===== src/rtl/player_command_framer_macros.svh =====
// Assertion macros shared by the framer RTL.
`ifndef PLAYER_COMMAND_FRAMER_MACROS_SVH
`define PLAYER_COMMAND_FRAMER_MACROS_SVH

// Same-cycle implication, checked outside reset.
`define PCF_ASSERT_IMP(label, clk, rst_n, ante, cons) \
    label: assert property (@(posedge clk) disable iff (!rst_n) (ante) |-> (cons)) \
        else $error("pcf assertion failed");

// Next-cycle implication, checked outside reset.
`define PCF_ASSERT_NXT(label, clk, rst_n, ante, cons) \
    label: assert property (@(posedge clk) disable iff (!rst_n) (ante) |=> (cons)) \
        else $error("pcf assertion failed");

`endif


===== src/rtl/pcf_pkg.sv =====
// Types, constants and helper functions for the command framer.
package pcf_pkg;

    localparam int unsigned FRAME_LEN = 10;
    localparam int unsigned IDX_W     = 4;
    localparam int unsigned VOL_W     = 5;
    localparam int unsigned QDEPTH    = 2;
    localparam int unsigned QPTR_W    = 1;
    localparam int unsigned QCNT_W    = 2;

    localparam logic [VOL_W-1:0] VOL_MAX   = 5'd30;
    localparam logic [VOL_W-1:0] VOL_RESET = 5'd10;

    localparam logic [7:0] FRAME_START   = 8'h7E;
    localparam logic [7:0] FRAME_VERSION = 8'hFF;
    localparam logic [7:0] FRAME_LENGTH  = 8'h06;
    localparam logic [7:0] FRAME_FEEDBK  = 8'h00;
    localparam logic [7:0] FRAME_END     = 8'hEF;

    localparam logic [7:0] CMD_NEXT   = 8'h01;
    localparam logic [7:0] CMD_PREV   = 8'h02;
    localparam logic [7:0] CMD_PLAY   = 8'h0D;
    localparam logic [7:0] CMD_PAUSE  = 8'h0E;
    localparam logic [7:0] CMD_RESET  = 8'h0C;
    localparam logic [7:0] CMD_VOLUME = 8'h06;

    // Byte positions within a frame
    localparam logic [IDX_W-1:0] BYTE_START   = 4'd0;
    localparam logic [IDX_W-1:0] BYTE_VERSION = 4'd1;
    localparam logic [IDX_W-1:0] BYTE_LENGTH  = 4'd2;
    localparam logic [IDX_W-1:0] BYTE_CODE    = 4'd3;
    localparam logic [IDX_W-1:0] BYTE_FEEDBK  = 4'd4;
    localparam logic [IDX_W-1:0] BYTE_PARAM_H = 4'd5;
    localparam logic [IDX_W-1:0] BYTE_PARAM_L = 4'd6;
    localparam logic [IDX_W-1:0] BYTE_CHECK_H = 4'd7;
    localparam logic [IDX_W-1:0] BYTE_CHECK_L = 4'd8;
    localparam logic [IDX_W-1:0] BYTE_END     = 4'd9;

    typedef enum logic [2:0] {
        REQ_NEXT     = 3'd0,
        REQ_PREV     = 3'd1,
        REQ_PLAY     = 3'd2,
        REQ_PAUSE    = 3'd3,
        REQ_RESET    = 3'd4,
        REQ_VOL_UP   = 3'd5,
        REQ_VOL_DOWN = 3'd6,
        REQ_VOL_SET  = 3'd7
    } t_req;

    // One classified command, as held in the queue
    typedef struct packed {
        logic [7:0]       code;
        logic [VOL_W-1:0] param;
        logic [15:0]      check;
    } t_cmd;

    // Map a request kind to its command code
    function automatic logic [7:0] req_code(input t_req req);
        logic [7:0] code;
        unique case (req)
            REQ_NEXT:  code = CMD_NEXT;
            REQ_PREV:  code = CMD_PREV;
            REQ_PLAY:  code = CMD_PLAY;
            REQ_PAUSE: code = CMD_PAUSE;
            REQ_RESET: code = CMD_RESET;
            default:   code = CMD_VOLUME;
        endcase
        return code;
    endfunction

    // Select one frame byte of a command
    function automatic logic [7:0] frame_sel(input t_cmd cmd, input logic [IDX_W-1:0] idx);
        logic [7:0] b;
        unique case (idx)
            BYTE_START:   b = FRAME_START;
            BYTE_VERSION: b = FRAME_VERSION;
            BYTE_LENGTH:  b = FRAME_LENGTH;
            BYTE_CODE:    b = cmd.code;
            BYTE_FEEDBK:  b = FRAME_FEEDBK;
            BYTE_PARAM_H: b = 8'h00;
            BYTE_PARAM_L: b = {{(8-VOL_W){1'b0}}, cmd.param};
            BYTE_CHECK_H: b = cmd.check[15:8];
            BYTE_CHECK_L: b = cmd.check[7:0];
            BYTE_END:     b = FRAME_END;
            default:      b = 8'h00;
        endcase
        return b;
    endfunction

endpackage


===== src/rtl/pcf_front.sv =====
// Front end: accepts requests, tracks the volume level and builds queue entries.
module pcf_front (
    input  logic                       i_clk,
    input  logic                       i_rst_n,
    input  logic                       i_in_valid,
    output logic                       o_in_ready,
    input  logic [2:0]                 i_req_type,
    input  logic [7:0]                 i_set_level,
    input  logic                       i_q_ready,
    output logic                       o_q_push,
    output pcf_pkg::t_cmd              o_q_data
);
    import pcf_pkg::*;

    logic [VOL_W-1:0] r_volume;
    logic [VOL_W-1:0] n_volume;
    logic [VOL_W-1:0] w_param;
    logic [8:0]       w_sum;
    t_req             w_req;

    assign w_req      = t_req'(i_req_type);
    assign o_in_ready = i_q_ready;
    assign o_q_push   = i_in_valid && i_q_ready;

    // Step, hold or load the volume level by request kind
    always_comb begin
        n_volume = r_volume;
        w_param  = '0;
        case (w_req)
            REQ_VOL_UP: begin
                if (r_volume < VOL_MAX) n_volume = r_volume + 5'd1;
                w_param = n_volume;
            end
            REQ_VOL_DOWN: begin
                if (r_volume != '0) n_volume = r_volume - 5'd1;
                w_param = n_volume;
            end
            REQ_VOL_SET: begin
                if (i_set_level > {3'b000, VOL_MAX}) n_volume = VOL_MAX;
                else n_volume = i_set_level[VOL_W-1:0];
                w_param = n_volume;
            end
            default: begin
                n_volume = r_volume;
            end
        endcase
    end

    // Build the queue entry with its checksum
    always_comb begin
        w_sum = {1'b0, FRAME_VERSION} + {1'b0, FRAME_LENGTH} + {1'b0, req_code(w_req)}
              + {4'b0000, w_param};
        o_q_data.code  = req_code(w_req);
        o_q_data.param = w_param;
        o_q_data.check = 16'h0000 - {7'b0000000, w_sum};
    end

    // Update volume on each accepted transaction
    always_ff @(posedge i_clk) begin
        if (!i_rst_n) begin
            r_volume <= VOL_RESET;
        end else if (o_q_push) begin
            r_volume <= n_volume;
        end
    end

endmodule


===== src/rtl/pcf_queue.sv =====
// Two-entry command queue between the front and back ends.
module pcf_queue (
    input  logic          i_clk,
    input  logic          i_rst_n,
    input  logic          i_push,
    input  pcf_pkg::t_cmd i_data,
    output logic          o_ready,
    input  logic          i_pop,
    output logic          o_valid,
    output pcf_pkg::t_cmd o_data
);
    import pcf_pkg::*;

    t_cmd              r_mem [QDEPTH];
    logic [QPTR_W-1:0] r_wr_ptr;
    logic [QPTR_W-1:0] r_rd_ptr;
    logic [QCNT_W-1:0] r_count;
    logic              w_push;
    logic              w_pop;

    assign o_ready = (r_count != QCNT_W'(QDEPTH));
    assign o_valid = (r_count != '0);
    assign o_data  = r_mem[r_rd_ptr];
    assign w_push  = i_push && o_ready;
    assign w_pop   = i_pop && o_valid;

    // Store entries
    always_ff @(posedge i_clk) begin
        if (w_push) begin
            r_mem[r_wr_ptr] <= i_data;
        end
    end

    // Advance pointers and count
    always_ff @(posedge i_clk) begin
        if (!i_rst_n) begin
            r_wr_ptr <= '0;
            r_rd_ptr <= '0;
            r_count  <= '0;
        end else begin
            if (w_push) r_wr_ptr <= r_wr_ptr + 1'b1;
            if (w_pop)  r_rd_ptr <= r_rd_ptr + 1'b1;
            if (w_push && !w_pop) r_count <= r_count + 1'b1;
            else if (w_pop && !w_push) r_count <= r_count - 1'b1;
        end
    end

endmodule


===== src/rtl/pcf_back.sv =====
// Back end: serializes the queue head into ten frame bytes.
module pcf_back (
    input  logic          i_clk,
    input  logic          i_rst_n,
    input  logic          i_q_valid,
    input  pcf_pkg::t_cmd i_q_data,
    output logic          o_q_pop,
    output logic          o_out_valid,
    input  logic          i_out_ready,
    output logic [7:0]    o_frame_byte,
    output logic          o_last_byte
);
    import pcf_pkg::*;

    logic [IDX_W-1:0] r_idx;
    logic             r_valid;
    logic [7:0]       r_byte;
    logic             r_last;
    logic             w_free;
    logic             w_emit;
    logic             w_is_last;

    assign w_free      = !r_valid || i_out_ready;
    assign w_emit      = w_free && i_q_valid;
    assign w_is_last   = (r_idx == BYTE_END);
    assign o_q_pop     = w_emit && w_is_last;
    assign o_out_valid = r_valid;
    assign o_frame_byte = r_byte;
    assign o_last_byte  = r_last;

    // Advance the byte index and the output register
    always_ff @(posedge i_clk) begin
        if (!i_rst_n) begin
            r_idx   <= BYTE_START;
            r_valid <= 1'b0;
        end else if (w_free) begin
            r_valid <= i_q_valid;
            if (w_emit) begin
                r_idx <= w_is_last ? BYTE_START : r_idx + 4'd1;
            end
        end
    end

    // Load payload
    always_ff @(posedge i_clk) begin
        if (w_emit) begin
            r_byte <= frame_sel(i_q_data, r_idx);
            r_last <= w_is_last;
        end
    end

endmodule


===== src/rtl/player_command_framer.sv =====
// Top level of the serial player command framer.
//
//  channel   dir  handshake                   payload
//  request   in   i_in_valid / o_in_ready     i_req_type, i_set_level
//  frame     out  o_out_valid / i_out_ready   o_frame_byte, o_last_byte
//
// Each request yields ten frame bytes, one per cycle at most: the byte
// serializer in the back end sets the rate. A request is taken while the
// two-entry queue has room, so the front accepts during serialization; a
// request is registered in the queue, then its first byte in the output register.
// Reset (synchronous, active low) empties the queue and sets volume to 10.
// A stalled output holds its byte; the back end waits and the queue fills.
module player_command_framer (
    input  logic       i_clk,
    input  logic       i_rst_n,
    input  logic       i_in_valid,
    output logic       o_in_ready,
    input  logic [2:0] i_req_type,
    input  logic [7:0] i_set_level,
    output logic       o_out_valid,
    input  logic       i_out_ready,
    output logic [7:0] o_frame_byte,
    output logic       o_last_byte
);
    import pcf_pkg::*;
`include "player_command_framer_macros.svh"

    logic w_q_ready;
    logic w_q_push;
    logic w_q_valid;
    logic w_q_pop;
    t_cmd w_push_data;
    t_cmd w_head_data;

    // Classify requests
    pcf_front u_front (
        .i_clk       (i_clk),
        .i_rst_n     (i_rst_n),
        .i_in_valid  (i_in_valid),
        .o_in_ready  (o_in_ready),
        .i_req_type  (i_req_type),
        .i_set_level (i_set_level),
        .i_q_ready   (w_q_ready),
        .o_q_push    (w_q_push),
        .o_q_data    (w_push_data)
    );

    // Buffer commands
    pcf_queue u_queue (
        .i_clk   (i_clk),
        .i_rst_n (i_rst_n),
        .i_push  (w_q_push),
        .i_data  (w_push_data),
        .o_ready (w_q_ready),
        .i_pop   (w_q_pop),
        .o_valid (w_q_valid),
        .o_data  (w_head_data)
    );

    // Serialize frames
    pcf_back u_back (
        .i_clk        (i_clk),
        .i_rst_n      (i_rst_n),
        .i_q_valid    (w_q_valid),
        .i_q_data     (w_head_data),
        .o_q_pop      (w_q_pop),
        .o_out_valid  (o_out_valid),
        .i_out_ready  (i_out_ready),
        .o_frame_byte (o_frame_byte),
        .o_last_byte  (o_last_byte)
    );

    // Closing byte of each frame is the end marker
    `PCF_ASSERT_IMP(a_last_is_end, i_clk, i_rst_n, o_out_valid && o_last_byte, o_frame_byte == FRAME_END)
    // A blocked front (queue full) implies a pending command at the queue head
    `PCF_ASSERT_IMP(a_blocked_has_head, i_clk, i_rst_n, !o_in_ready, w_q_valid)
    // The byte after a closing byte opens a new frame
    `PCF_ASSERT_NXT(a_next_frame_start, i_clk, i_rst_n, o_out_valid && i_out_ready && o_last_byte, !o_out_valid || (o_frame_byte == FRAME_START && !o_last_byte))

endmodule

===== config.mk =====
export PLATFORM = sky130hd
export DESIGN_NAME = player_command_framer
export DESIGN_NICKNAME = d
export VERILOG_FILES = /design/src/rtl/pcf_pkg.sv /design/src/rtl/pcf_front.sv /design/src/rtl/pcf_queue.sv /design/src/rtl/pcf_back.sv /design/src/rtl/player_command_framer.sv
export VERILOG_INCLUDE_DIRS = /design/src /design/src/rtl
export SDC_FILE = /design/constraint.sdc
export NUM_CORES = 1
export LEC_CHECK = 0
export BUFFER_PORTS_ARGS = -buffer_cell sky130_fd_sc_hd__buf_4
export CORE_MARGIN = 10
export CORE_UTILIZATION = 60
export DETAILED_ROUTE_END_ITERATION = 7
export GPL_TIMING_DRIVEN = 0
export PLACE_DENSITY_LB_ADDON = 0.08
export SLEW_MARGIN = 20
export SYNTH_ARGS = -nofsm -noshare
export SYNTH_HDL_FRONTEND = slang
export SYNTH_SLANG_ARGS = --single-unit

===== constraint.sdc =====
create_clock -name i_clk -period 4.2 [get_ports i_clk]
set_clock_uncertainty 0.15 [all_clocks]
set_input_delay 0.21 -clock i_clk [delete_from_list [all_inputs] [get_ports i_clk]]
set_output_delay 0.21 -clock i_clk [all_outputs]
set_load 0.01 [all_outputs]

==> results.toml, run 1 <==
[cts]
htree_levels = 3
cts.clk_slew.worst_paths_ns = 0.07
clkLatencyLatePin_ns = 0.33
clk_root_buffer_cell = "clkbuf_8"
postCtsHoldBufs = 0
post_cts_resize_count = 0
clock_path_buffers = 2
tritoncts_clock_tree = "built"
tritoncts_num_sinks = 60
tritoncts.num_buffers = 9
cts.repair_timing.setup_buffer_count = 0

[yosys]
synth_top_area_share = 0.409
synthesis.area_per_instance_um2 = 11.3
synthArstFlopShare = 0
syn_nets = 321
ys_top_cells_by_count = "edfxtp_1, nand2_1, a21oi_1, dfxtp_1, inv_1"
syn-cell-area_mm2 = 0.00330
synth-warning-count = 0
synthMostInstantiatedCell = "edfxtp_1"
netlist.top_cell.by_area = "edfxtp_1"
synth-seq-cells = 60
yosys_most_used_dff = "edfxtp_1"
synth.distinct_cells = 63
synth.area.top_cells = "edfxtp_1, dfxtp_1, ha_1, mux2i_1, mux2_2"
synth_edf_count = 45
synth.yosys.seq_area_share = 0.500
post_synth_inst_count = 293

[floorplanning]
placement_rows = 26
die_height_um = 94.2
io-pin-count = 26
floorplan.initialDensity = 0.631
die_area_mm2 = 0.00888
floorplan.die.width_um = 94.2
core_area_mm2 = 0.00524

[route]
dr.pass1.iters = 4
detail_route.wl_per_cell_um = 15.9
post_detailed_route_drc_marker_count = 0
antenna_violating_nets_post_route = 0
drtIter0Drc = 94
routed_wirelength_um = 6480
routed-via-count = 2318
routed_via_density = 5.70

[global_route]
globalRoute.totalOverflow = 0
grt_pass1_vias = 2255
grt_usage = 0.154
antenna_found_initial = 0
grt_start_max_net_pins = 19
grt_pass1_wl_um = 10800

[layout]
multi_input_comb_area_mm2 = 0.00154
sequential_cell_area_mm2 = 0.00165
finish.instance_area_mm2 = 0.00378
n_antenna_cell = 0
layout-drive-gt1-share = 0.217
fill_cells = 383
layout.core_utilization = 0.722
nets = 360
area_delta_synth_final_pct = 14.5

[timing]
layout_setup_ws_ns = 0.196
timing.slew.headroom = 0.452
post-route-period-util = 0.953
fmaxAchievable_mhz = 250
grt_setup_unrepaired = "false"
timing_worst_slew_pin_value_ns = 0.822
setup-violations-final = 0
timing.final.hold_violations = 0
timing_max_transition_violations_final = 0
layout_min_cycle_time_ns = 4.00
setup-tns-final_ns = 0

[placed_design]
placement.io_buffers = 25
worst_slack_at_placement_ns = 0.219
dp_hpwl_um = 4880
postPlaceCellArea_mm2 = 0.00360
gp_congestion = 0.875

[power_and_ir_drop]
power.leakage_nw = 1.42
power_mw = 1.53
max-vdd-ir-drop_v = 0.000221
total_power_density_per_cell_area_mw_per_mm2 = 405

[setup_path]
worst_r2r_startpoint = "u_front.r_volume[0]$_SDFFE_PN0P_"
critical_path.endpoint_type = "flop"
critical_path_class = "flop to flop"
r2r_end = "u_queue.r_mem[1][5]$_DFFE_PP_"
worst_ep_arrival_time_ns = 3.92
worst-r2r-setup-slack_ns = 0.20
worstSetupEndpoint = "u_queue.r_mem[1][5]$_DFFE_PP_"
setup.worst_path.start_class = "flop"
rr_worst_depth = 13
worst_setup_path_startpoint = "u_front.r_volume[0]$_SDFFE_PN0P_"
critical_path_peak_fanout = 7
worstPathRequired_ns = 4.12

[min_path]
timing.hold.worst.class = "input port to flop"

[job]
drv_cap = 0

[run_status]
run_status = "finished clean"
==> stage by stage <==
stage / hold WS [ns] / cells
2_1_floorplan: 0.214 / 293
3_3_place_gp: 0.355 / 388
3_5_place_dp: 0.382 / 389
4_1_cts: 0.0354 / 405
5_1_grt: 0.0254 / 407
6_report: 0.0482 / 407
==> power by group <==
group          internal [mW]  switching, mW
combinational          0.138          0.189
clock                  0.230          0.216
sequential             0.728         0.0328
total                   1.10          0.438
==> flip-flops by register name, summed over array words and instances (netlist names), named ones only <==
name / cells
u_front.r_volume: 5
u_back.r_idx: 4
u_queue.r_mem: 36
u_back.o_out_valid: 1
u_queue.r_wr_ptr: 1
u_back.o_frame_byte: 8
u_back.o_last_byte: 1
u_queue.r_rd_ptr: 1
u_queue.r_count: 2
==> how the worst min path moves through the flow <==
stage	from	endpoint	slack [ns]	cells past startpoint
after detailed placement	u_queue.r_count[1]$_SDFFE_PN0P_	u_queue.r_count[1]$_SDFFE_PN0P_	0.38	2
after floorplan	i_rst_n	u_back.r_idx[1]$_SDFFE_PN0P_	0.21	1
after CTS	i_rst_n	u_queue.r_count[1]$_SDFFE_PN0P_	0.04	2
final	i_rst_n	u_queue.r_count[1]$_SDFFE_PN0P_	0.05	2
after global placement	u_queue.r_count[1]$_SDFFE_PN0P_	u_queue.r_count[1]$_SDFFE_PN0P_	0.36	2
after global routing	i_rst_n	u_queue.r_count[1]$_SDFFE_PN0P_	0.03	2
==> per-layer routing <==
layer	GRT usage	routed length, um	vias to the layer above
met1	0.201	3070	1067
met3	0.0424	386	12
met2	0.231	2910	63
li1	-	-	1176
met4	0.0671	115	0
met5	0	0	-
==> worst max-delay path, stage by stage, from the launching register on <==
cell and delay, ns:
dfxtp_1 0.38, inv_1 0.19, ha_1 0.22, nor4b_4 0.31, mux2i_1 0.27, nand2_1 0.07
a31oi_1 0.31, ha_1 0.30, ha_1 0.23, fa_1 0.43, xor2_1 0.29, o2bb2ai_1 0.10
o31a_1 0.33, xor2_1 0.16
==> kinds of logic (layout without fill, tap and decap cells) <==
group,count (synthesis),in the layout,synth area share
flops,60,60,0.500
buf+inv,28,72,0.0360
mux,18,18,0.0572
fa+ha+maj,13,13,0.0515
simple gates,87,87,0.156
compound gates,73,73,0.163
xor+xnor,14,14,0.0371
==> layout by cell type, fill, tap and decap left out, drive strengths merged, types with 3 or more instances in the layout <==
master	instances
a21boi	7
o221ai	3
nor3b	3
clkinv	3
ha	12
nand3	3
nand4	5
nor2	12
a21o	3
nor2b	8
or2	5
o21bai	3
mux2i	11
buf	37
and3	4
nand2b	5
and2	10
o21a	3
clkbuf	18
o21ai	11
a21oi	16
nand2	17
edfxtp	45
a41oi	3
xor2	6
a221oi	3
xnor2	8
inv	14
mux2	7
dfxtp	15
o31a	3
a31oi	4
==> layout make-up <==
class                           instances  share of cell area
Timing Repair Buffer                   28              0.0576
Buffer                                 15              0.0185
Clock inverter                          4             0.00662
Tap cell                               70              0.0232
Clock buffer                           12              0.0384
Multi-Input combinational cell        205               0.406
Sequential cell                        60               0.437
Inverter                               13              0.0129
No activity file was read; power rests on OpenSTA's default activity.
==> run 2: changes to the inputs <==
Settings changed: CELL_PAD_IN_SITES_DETAIL_PLACEMENT set to 1, CELL_PAD_IN_SITES_GLOBAL_PLACEMENT set to 2, CORE_UTILIZATION 60 to 40.
==> run 2 against run 1 <==
Effect of this change: count of clock-buffer cells in the layout shrank 3; fmax increased by 5.0%; critical path depth unchanged; cell count is 8.6% higher; power rose by 13%; cell area grew 3.4%; global-route usage down 3.0 points; first-iteration DRC count is 11% lower; register-to-register slack improved by 0.19 ns; die area up 39%; flip-flop and latch count did not move; sequential power about the same; critical endpoint unchanged.
==> results.toml, run 2 (synthesis gave the netlist of run 1 again) <==
[run_status]
run_status = "finished clean"

[layout]
commonest_cells_after_routing_fill_and_taps_aside = "edfxtp_1, buf_4, nand2_1, a21oi_1, dfxtp_1"
multi_input_comb_area_mm2 = 0.00156
fill_cells = 888
sequential_cell_area_mm2 = 0.00165
layout-drive-gt1-share = 0.231
area_delta_synth_final_pct = 18.3
max_flop_register = "u_queue.r_mem"
nets = 360
largest_reg_flops = 36
n_antenna_cell = 0
layout_commonest_cell = "edfxtp_1"

[setup_path]
critical_path_class = "flop to flop"
critical_path.endpoint_type = "flop"
setup.worst_path.start_class = "flop"
worst_r2r_startpoint = "u_front.r_volume[0]$_SDFFE_PN0P_"
worst_ep_arrival_time_ns = 3.73
worst-r2r-setup-slack_ns = 0.38
r2r_end = "u_queue.r_mem[1][5]$_DFFE_PP_"
critical_path_peak_fanout = 7
worstPathRequired_ns = 4.12
rr_worst_depth = 13

[min_path]
holdPathStages = 2
min_to = "u_queue.r_count[1]$_SDFFE_PN0P_"
timing.hold.worst.class = "input port to flop"
min-delay-start = "i_rst_n"

[job]
drv_cap = 0

[timing]
layout_min_cycle_time_ns = 3.82
timing_worst_slew_pin_value_ns = 0.833
layout_setup_ws_ns = 0.385
setup-violations-final = 0
post-route-period-util = 0.908
setup-tns-final_ns = 0
timing.slew.headroom = 0.444
grt_setup_unrepaired = "false"
timing.final.hold_violations = 0
fmaxAchievable_mhz = 262
timing_max_transition_violations_final = 0

[floorplanning]
floorplan.die.width_um = 111
floorplan.initialDensity = 0.406
die_area_mm2 = 0.0123
core_area_mm2 = 0.00813
placement_rows = 33
io-pin-count = 26
die_height_um = 111

[global_route]
grt_pass1_wl_um = 12500
globalRoute.totalOverflow = 0
grt_pass1_vias = 2456
grt_usage = 0.124
antenna_found_initial = 0
grt_start_max_net_pins = 19

[cts]
htree_levels = 3
tritoncts_clock_tree = "built"
clk_root_buffer_cell = "clkbuf_8"
tritoncts.num_buffers = 9
tritoncts_num_sinks = 60
clkLatencyLatePin_ns = 0.33
clock_path_buffers = 2
cts.clk_slew.worst_paths_ns = 0.07

[route]
drtIter0Drc = 84
detail_route.wl_per_cell_um = 17.0
post_detailed_route_drc_marker_count = 0
routed_via_density = 5.35
routed-via-count = 2365
antenna_violating_nets_post_route = 0
routed_wirelength_um = 7510
dr.pass1.iters = 4

[power_and_ir_drop]
switching_share = 0.272
pwr-share-clk = 0.363
comb_power_share = 0.196
net_switching_uw = 470
intPower_mw = 1.26
p_seq_frac = 0.441
total_power_density_per_cell_area_mw_per_mm2 = 442
power.leakage_nw = 1.44
max-vdd-ir-drop_v = 0.000174

[placed_design]
dp_hpwl_um = 5770
worst_slack_at_placement_ns = 0.144
gp_congestion = 0.770
placement.io_buffers = 25
[run 2: worst max-delay path by stage]
stage,from,endpoint,cells past startpoint
after floorplan,u_front.r_volume[0]$_SDFFE_PN0P_,u_queue.r_mem[0][5]$_DFFE_PP_,13
after global placement,u_front.r_volume[0]$_SDFFE_PN0P_,u_queue.r_mem[1][5]$_DFFE_PP_,13
after detailed placement,u_front.r_volume[0]$_SDFFE_PN0P_,u_queue.r_mem[1][5]$_DFFE_PP_,13
after CTS,u_front.r_volume[0]$_SDFFE_PN0P_,u_queue.r_mem[0][5]$_DFFE_PP_,13
after global routing,u_front.r_volume[0]$_SDFFE_PN0P_,u_queue.r_mem[0][5]$_DFFE_PP_,13
final,u_front.r_volume[0]$_SDFFE_PN0P_,u_queue.r_mem[1][5]$_DFFE_PP_,13
[run 2: metrics by stage]
stage                     area (um2)  total power [mW]  cells  utilization  hold slack, ns
final                           3910              1.73    442        0.481          0.0419
after global routing            3910              1.82    442        0.481          0.0249
after CTS                       3880              1.74    440        0.477          0.0200
after detailed placement        3640              1.11    424        0.447           0.387
after global placement          3620              1.10    423        0.445           0.360
after floorplan                 3300             0.993    293            -           0.214
[run 2: routing by layer]
| layer | vias up | track usage | routed length (um) |
|---|---|---|---|
| met1 | 1144 | 0.158 | 3730 |
| met2 | 33 | 0.199 | 3500 |
| li1 | 1174 | - | - |
| met4 | 0 | 0.0521 | 121 |
| met5 | - | 0 | 0 |
| met3 | 14 | 0.0238 | 161 |
[run 2: power by group through the flow]
stage	Clock (mW)	Sequential [mW]	Combinational, mW
3_5_place_dp	0	0.775	0.336
6_report	0.627	0.762	0.338
4_1_cts	0.639	0.763	0.338
2_1_floorplan	0	0.769	0.224
5_1_grt	0.663	0.771	0.383
3_3_place_gp	0	0.773	0.326
[run 2: what timing repair did]
action / CTS / global route
resized for setup: 0 / 4
setup endpoints to repair: 0 / 10
buffers inserted: 0 / 2
endpoints found under the hold margin: 0 / 0
hold buffers: 0 / 0
[run 2: layout make-up]
class / instances / area share
Sequential cell: 60 / 0.422
Multi-Input combinational cell: 205 / 0.398
Timing Repair Buffer: 28 / 0.0547
Tap cell: 105 / 0.0336
Clock buffer: 9 / 0.0317
Clock inverter: 7 / 0.0294
Buffer: 15 / 0.0179
Inverter: 13 / 0.0125
[run 2: critical path, cell delays in order (launching register included)]
cell,delay [ns]
dfxtp_1,0.48
inv_2,0.12
ha_1,0.24
nor4b_4,0.15
buf_4,0.14
a21oi_2,0.15
o221ai_1,0.16
a21boi_1,0.41
ha_1,0.32
ha_1,0.38
xor2_2,0.27
o2bb2ai_1,0.09
o31a_1,0.33
xor2_1,0.16
